===== src/hdl/rgb_to_hsv_pixel_top_assert.svh =====
// Assertion macros shared by the conversion pipeline.
// Each macro uses the clk and arst_n of the module it is expanded in.
`ifndef RGB_TO_HSV_PIXEL_TOP_ASSERT_SVH
`define RGB_TO_HSV_PIXEL_TOP_ASSERT_SVH

`ifndef SYNTHESIS
`define HSV_ASSERT_IMPL(label, ante, cons) \
	label: assert property (@(posedge clk) disable iff (!arst_n) (ante) |-> (cons)) \
		else $error("hsv_pixel: same-cycle check failed");
`define HSV_ASSERT_NEXT(label, ante, cons) \
	label: assert property (@(posedge clk) disable iff (!arst_n) (ante) |=> (cons)) \
		else $error("hsv_pixel: next-cycle check failed");
`else
`define HSV_ASSERT_IMPL(label, ante, cons)
`define HSV_ASSERT_NEXT(label, ante, cons)
`endif

`endif


===== src/hdl/rgb2hsv_pkg.sv =====
package rgb2hsv_pkg;

	localparam int CHANNEL_BITS  = 8;
	localparam int HUE_FRAC_BITS = 6;

	localparam int SAT_FULL   = (1 << CHANNEL_BITS) - 1;
	localparam int HUE_SECTOR = 60 << HUE_FRAC_BITS;
	localparam int HUE_CIRCLE = 360 << HUE_FRAC_BITS;

	localparam int CH_W  = CHANNEL_BITS;
	localparam int HUE_W = $clog2(HUE_CIRCLE);

	// quotient bits: one per cell
	localparam int SAT_Q_W = CH_W;
	localparam int HUE_Q_W = $clog2(HUE_SECTOR + 1);
	localparam int Q_W     = (SAT_Q_W > HUE_Q_W) ? SAT_Q_W : HUE_Q_W;
	localparam int NCELL   = Q_W;

	// divisors are 2*max and 2*delta
	localparam int DIV_W = CH_W + 1;
	localparam int DEN_W = DIV_W + Q_W - 1;
	localparam int REM_W = DEN_W + 1;

	// hue arithmetic before wrap needs one bit over the circle
	localparam int HSUM_W = $clog2(2 * HUE_CIRCLE);

	localparam logic [1:0] SEC_RED   = 2'd0;
	localparam logic [1:0] SEC_GREEN = 2'd1;
	localparam logic [1:0] SEC_BLUE  = 2'd2;

	typedef struct packed {
		logic             valid;
		logic             undef;
		logic [CH_W-1:0]  bright;
		logic             neg;
		logic [1:0]       sector;
		logic [REM_W-1:0] sat_rem;
		logic [DEN_W-1:0] sat_den;
		logic [Q_W-1:0]   sat_q;
		logic [REM_W-1:0] hue_rem;
		logic [DEN_W-1:0] hue_den;
		logic [Q_W-1:0]   hue_q;
	} cell_t;

endpackage


===== src/hdl/rgb2hsv_front.sv =====
module rgb2hsv_front (
	input  logic                          clk,
	input  logic                          arst_n,
	input  logic                          req,
	input  logic [rgb2hsv_pkg::CH_W-1:0]  red,
	input  logic [rgb2hsv_pkg::CH_W-1:0]  green,
	input  logic [rgb2hsv_pkg::CH_W-1:0]  blue,
	output rgb2hsv_pkg::cell_t            head_s2
);
	import rgb2hsv_pkg::*;

	logic [CH_W-1:0] mx, mn, pos, ngv, diff;
	logic [1:0]      sector;

	logic            valid_s1;
	logic [CH_W-1:0] mx_s1, delta_s1, diff_s1;
	logic            neg_s1;
	logic [1:0]      sector_s1;

	always_comb begin
		mx = red;
		mn = red;
		if (green > mx) mx = green;
		if (blue > mx) mx = blue;
		if (green < mn) mn = green;
		if (blue < mn) mn = blue;

		// ties go red, then green
		priority if (red == mx) begin
			sector = SEC_RED;
			pos    = green;
			ngv    = blue;
		end else if (green == mx) begin
			sector = SEC_GREEN;
			pos    = blue;
			ngv    = red;
		end else begin
			sector = SEC_BLUE;
			pos    = red;
			ngv    = green;
		end
		diff = (pos >= ngv) ? pos - ngv : ngv - pos;
	end

	always_ff @(posedge clk or negedge arst_n) begin
		if (!arst_n) begin
			valid_s1 <= 1'b0;
		end else begin
			valid_s1 <= req;
		end
	end

	always_ff @(posedge clk) begin
		mx_s1     <= mx;
		delta_s1  <= mx - mn;
		diff_s1   <= diff;
		neg_s1    <= (pos < ngv);
		sector_s1 <= sector;
	end

	// numerators carry the rounding term: (2*k*x + d) / (2*d)
	always_ff @(posedge clk or negedge arst_n) begin
		if (!arst_n) begin
			head_s2 <= '0;
		end else begin
			head_s2.valid   <= valid_s1;
			head_s2.undef   <= (delta_s1 == '0);
			head_s2.bright  <= mx_s1;
			head_s2.neg     <= neg_s1;
			head_s2.sector  <= sector_s1;
			head_s2.sat_rem <= REM_W'(delta_s1) * REM_W'(2 * SAT_FULL) + REM_W'(mx_s1);
			head_s2.sat_den <= DEN_W'({mx_s1, 1'b0}) << (Q_W - 1);
			head_s2.sat_q   <= '0;
			head_s2.hue_rem <= REM_W'(diff_s1) * REM_W'(2 * HUE_SECTOR) + REM_W'(delta_s1);
			head_s2.hue_den <= DEN_W'({delta_s1, 1'b0}) << (Q_W - 1);
			head_s2.hue_q   <= '0;
		end
	end

endmodule


===== src/hdl/rgb2hsv_cell.sv =====
module rgb2hsv_cell (
	input  logic               clk,
	input  logic               arst_n,
	input  rgb2hsv_pkg::cell_t d_i,
	output rgb2hsv_pkg::cell_t stage_q
);
	import rgb2hsv_pkg::*;

	logic sat_ge, hue_ge;

	// one restoring step per divider; divisor walks right one bit per cell
	assign sat_ge = (d_i.sat_rem >= REM_W'(d_i.sat_den));
	assign hue_ge = (d_i.hue_rem >= REM_W'(d_i.hue_den));

	always_ff @(posedge clk or negedge arst_n) begin
		if (!arst_n) begin
			stage_q <= '0;
		end else begin
			stage_q.valid   <= d_i.valid;
			stage_q.undef   <= d_i.undef;
			stage_q.bright  <= d_i.bright;
			stage_q.neg     <= d_i.neg;
			stage_q.sector  <= d_i.sector;
			stage_q.sat_rem <= sat_ge ? d_i.sat_rem - REM_W'(d_i.sat_den) : d_i.sat_rem;
			stage_q.sat_den <= d_i.sat_den >> 1;
			stage_q.sat_q   <= {d_i.sat_q[Q_W-2:0], sat_ge};
			stage_q.hue_rem <= hue_ge ? d_i.hue_rem - REM_W'(d_i.hue_den) : d_i.hue_rem;
			stage_q.hue_den <= d_i.hue_den >> 1;
			stage_q.hue_q   <= {d_i.hue_q[Q_W-2:0], hue_ge};
		end
	end

endmodule


===== src/hdl/rgb_to_hsv_pixel_top.sv =====
// RGB to HSV converter, one pixel per clock. A request is taken on any cycle with
// start high; busy is never raised. Each request yields exactly one result, flagged
// by done for a single cycle, once the request has passed the max/min and numerator
// set-up registers (s1, s2), a chain of 12 divider cells (one quotient bit each,
// saturation and hue side by side), then the hue wrap and output register. The
// receiver cannot hold results off, so it must take every done cycle. Hue is in
// 1/64 degree; hue_undefined marks black or grey pixels, which report hue and
// saturation as zero.
module rgb_to_hsv_pixel_top (
	input  logic                          clk,
	input  logic                          arst_n,
	input  logic                          start,
	output logic                          busy,
	input  logic [rgb2hsv_pkg::CH_W-1:0]  red,
	input  logic [rgb2hsv_pkg::CH_W-1:0]  green,
	input  logic [rgb2hsv_pkg::CH_W-1:0]  blue,
	output logic                          done,
	output logic [rgb2hsv_pkg::HUE_W-1:0] hue,
	output logic [rgb2hsv_pkg::CH_W-1:0]  saturation,
	output logic [rgb2hsv_pkg::CH_W-1:0]  brightness,
	output logic                          hue_undefined
);
	import rgb2hsv_pkg::*;

	cell_t              chain [0:NCELL];
	cell_t              last;
	logic [HSUM_W-1:0]  base, mag, hue_sum;

	assign busy = 1'b0;

	rgb2hsv_front u_front (
		.clk     (clk),
		.arst_n  (arst_n),
		.req     (start),
		.red     (red),
		.green   (green),
		.blue    (blue),
		.head_s2 (chain[0])
	);

	for (genvar i = 0; i < NCELL; i++) begin : g_cell
		rgb2hsv_cell u_cell (
			.clk     (clk),
			.arst_n  (arst_n),
			.d_i     (chain[i]),
			.stage_q (chain[i+1])
		);
	end

	assign last = chain[NCELL];
	assign mag  = HSUM_W'(last.hue_q);

	always_comb begin
		unique case (last.sector)
			SEC_RED:   base = '0;
			SEC_GREEN: base = HSUM_W'(2 * HUE_SECTOR);
			SEC_BLUE:  base = HSUM_W'(4 * HUE_SECTOR);
			default:   base = '0;
		endcase

		priority if (!last.neg) begin
			hue_sum = base + mag;
		end else if (mag > base) begin
			hue_sum = base + HSUM_W'(HUE_CIRCLE) - mag;
		end else begin
			hue_sum = base - mag;
		end
	end

	always_ff @(posedge clk or negedge arst_n) begin
		if (!arst_n) begin
			done <= 1'b0;
		end else begin
			done <= last.valid;
		end
	end

	always_ff @(posedge clk) begin
		brightness    <= last.bright;
		hue_undefined <= last.undef;
		hue           <= last.undef ? '0 : hue_sum[HUE_W-1:0];
		saturation    <= last.undef ? '0 : last.sat_q[CH_W-1:0];
	end

	`include "rgb_to_hsv_pixel_top_assert.svh"

	`HSV_ASSERT_NEXT(a_done_follows, last.valid, done)
	`HSV_ASSERT_NEXT(a_no_stray_done, !last.valid, !done)
	`HSV_ASSERT_IMPL(a_undef_zeroed, done && hue_undefined, hue == '0 && saturation == '0)
	`HSV_ASSERT_IMPL(a_hue_in_circle, done && !hue_undefined, hue < HUE_W'(HUE_CIRCLE))
	`HSV_ASSERT_IMPL(a_sat_nonzero, done && !hue_undefined, saturation != '0 && brightness != '0)

endmodule

===== config.mk =====
export PLATFORM = sky130hd
export DESIGN_NAME = rgb_to_hsv_pixel_top
export DESIGN_NICKNAME = d
export VERILOG_FILES = /design/src/hdl/rgb2hsv_pkg.sv /design/src/hdl/rgb2hsv_front.sv /design/src/hdl/rgb2hsv_cell.sv /design/src/hdl/rgb_to_hsv_pixel_top.sv
export VERILOG_INCLUDE_DIRS = /design/src /design/src/hdl
export SDC_FILE = /design/constraint.sdc
export NUM_CORES = 2
export LEC_CHECK = 0
export ABC_CLOCK_PERIOD_IN_PS = 5100
export BUFFER_PORTS_ARGS = -buffer_cell sky130_fd_sc_hd__buf_4
export CORE_MARGIN = 3
export CORE_UTILIZATION = 60
export CTS_CLUSTER_SIZE = 24
export DETAILED_ROUTE_END_ITERATION = 10
export GPL_TIMING_DRIVEN = 0
export MAX_ROUTING_LAYER = met4
export PLACE_DENSITY_LB_ADDON = 0.05
export RECOVER_POWER = 25
export REMOVE_ABC_BUFFERS = 1
export SYNTH_ARGS = -nofsm -noshare
export SYNTH_HDL_FRONTEND = slang
export SYNTH_SLANG_ARGS = --single-unit

===== constraint.sdc =====
create_clock -name clk -period 5.1 [get_ports clk]
set_input_delay 1.275 -clock clk [delete_from_list [all_inputs] [get_ports clk]]
set_output_delay 1.275 -clock clk [all_outputs]
set_load 0.03 [all_outputs]

==> results_dict.tcl <==
set metrics [dict create \
    crit_path_start_kind "input port" \
    synth_top_area_frac 0.494 \
    crit_required_ps 5610 \
    synthFlopType "dfrtp_1" \
    critical-path-max-stage-delay_ps 360 \
    area_growth_pct 13.8 \
    max_freq_mhz 155 \
    grt_pass1_vias 27414 \
    max-cap-violations 0 \
    layout_setup_ws_ps -1330 \
    cts.sink_count 849 \
    yosys.area.top_type "dfrtp_1" \
    rsz0062_at_grt "yes" \
    async_reset_ff_frac 0.931 \
    grt_use_total 0.225 \
    cts_max_path_buffers 3 \
    drt_iter0_drc 1215 \
    finalCriticalPeriod_ps 6430 \
    path_max_fanout 10 \
    io_pins 61 \
    fin_crit_sh 1.26 \
    die_y_um 264 \
    end_kind "flip-flop" \
    cts_made_buffers 85 \
    drv_slew 0 \
    gp_congestion 0.926 \
    ys_seq_area_frac 0.524 \
    synth_area_um2 40000 \
    grt_max_degree 136 \
    cts-root-buf "clkbuf_16" \
    hold_slack_ps 323 \
    arrival_ps 6940 \
    max-slew-margin-rel 0.145 \
    core_um2 65900 \
    path_class "in2reg" \
    synth.top_cells.by_count "dfrtp_1 (790), inv_1 (390), ha_1 (311)" \
    fin_skew_ps 30.5 \
    firstDrtPassIters 5 \
    antenna_found_initial 0 \
    violations "negative setup slack" \
    syn_area_per_cell_um2 11.1 \
    io_buffers 59 \
    cts_tree "yes" \
    routed-via-count 25834 \
    status "complete, but fails checks" \
    rows 94 \
    yosysMostFrequentCell "dfrtp_1" \
    synth_cell_type_count 80 \
    yosysWarnings 0 \
    grt_first_pass_wirelength_um 127000 \
    setup_viol 12 \
    layout-drive-gt1-share 0.107 \
    hp-class "reg2reg" \
    dieArea_um2 69800 \
    die_w_um 264 \
    fin_nets 4163 \
    drc_errors 0 \
    insertion_delay_ps 620 \
    ys_seq_elements 849 \
    worstMarginPinSlew_ps 1280 \
    vias_per_cell 5.51 \
    final_util 0.691 \
    path_clk_slew_ps 60 \
    detail_route.wl_per_cell_um 16.0 \
    cp_slowest_cell "fa_2" \
    place_ws_ps -4340 \
    post-dp-hpwl_um 54700 \
    antenna_left 0 \
    cts_hold_buf 0 \
    hold_viol_final 0 \
    num_antenna_cells 0 \
    gr-total-overflow 0 \
    synth_area_leaders "dfrtp_1 (49%), ha_1 (9.7%), inv_1 (3.7%)" \
    start_util 0.607 \
    htree_levels 3 \
    routed_wl_um 75000 \
    synth_edf_count 0 \
    synth_cells 3616 \
]
==> area by class of cell <==
type	instances	area, um2
clock buffers	124	2520
flip-flops and latches	849	21000
well taps	864	1080
fillers	4820	20300
clock inverters	32	505
inverters	391	1480
multi-input cells	2316	17900
repair buffers	111	1080
==> state kept, by name, indices dropped and copies added (netlist names) <==
name,cells
u_front.diff_s1,8
u_front.delta_s1,8
hue,15
hue_undefined,1
brightness,8
u_front.head_s2,50
u_front.mx_s1,8
u_front.valid_s1,1
u_front.neg_s1,1
u_front.sector_s1,2
g_cell.u_cell.stage_q,738
saturation,8
done,1
==> path summary, 6_finish.rpt <==
check | from | end | slack (ps) | cells after the start
setup / recovery | green[1] | u_front.diff_s1[7]$_DFF_P_ | -1330 | 30
hold / removal | u_front.sector_s1[0]$_SDFF_PP0_ | u_front.head_s2[106]$_DFF_PN0_ | 320 | 0
setup reg to reg | u_front.delta_s1[6]$_DFF_P_ | u_front.head_s2[101]$_DFF_PN0_ | 50 | 15
hold reg to reg | u_front.sector_s1[0]$_SDFF_PP0_ | u_front.head_s2[106]$_DFF_PN0_ | 320 | 0
max in group asynchronous | arst_n | g_cell[2].u_cell.stage_q[21]$_DFF_PN0_ | 2810 | 3
min in group asynchronous | arst_n | g_cell[11].u_cell.stage_q[112]$_DFF_PN0_ | 700 | 1
==> worst max-delay path, delay by kind of cell <==
family	cells	cell delay, ps
AOI/OAI and AO/OA	11	2060
xor gates and xnor gates	1	140
adders and majority gates	4	920
buffers and inverters	4	570
muxes	4	980
and+or+nand+nor	6	990
==> cell usage in the layout (no fill, tap or decap), types with 70 or more instances in the layout <==
cell	netlist	routed
dfrtp_1	790	790
inv_1	390	382
ha_1	311	299
nor2_1	240	236
nand2_1	235	229
o21ai_0	199	193
xnor2_1	148	146
a21oi_1	161	145
xor2_1	119	119
clkbuf_16	0	90
buf_4	3	80
nor2b_1	71	71
fa_1	71	70
==> metal layers <==
layer	part of all wire	vias up	GRT usage
li1	-	12524	-
met1	0.41	12672	0.259
met2	0.52	449	0.401
met3	0.032	189	0.0300
met4	0.032	0	0.0845
met5	0	-	-
==> stage by stage <==
| step | std cells | area (um2) | setup TNS (ps) |
|---|---|---|---|
| CTS | 4676 | 45100 | -6330 |
| floorplan | 3553 | 39700 | -32060 |
| global placement | 4476 | 41200 | -4215020 |
| global route | 4687 | 45500 | -12160 |
| detailed placement | 4486 | 41400 | -44120 |
| finish | 4687 | 45500 | -8160 |
==> logic make-up after synthesis <==
logic type               share of synthesized area
XOR/XNOR                                    0.0585
AO/OA/AOI/OAI                               0.0991
other                                    0.0000938
buffers and inverters                       0.0436
multiplexers                                0.0250
flip-flops                                   0.524
AND/OR/NAND/NOR                              0.117
adder cells (fa/ha/maj)                      0.133
==> timing repair <==
action / in CTS / in global routing
gates cloned: 3 / 1
gates resized for setup: 100 / 62
setup endpoints to repair: 20 / 16
hold endpoints to repair: 0 / 0
pin swaps: 24 / 14
buffers inserted: 55 / 11
Power is left out: the tool's default activity adds up to more than one toggle a clock period on the data nets, which glitch-free logic cannot reach.
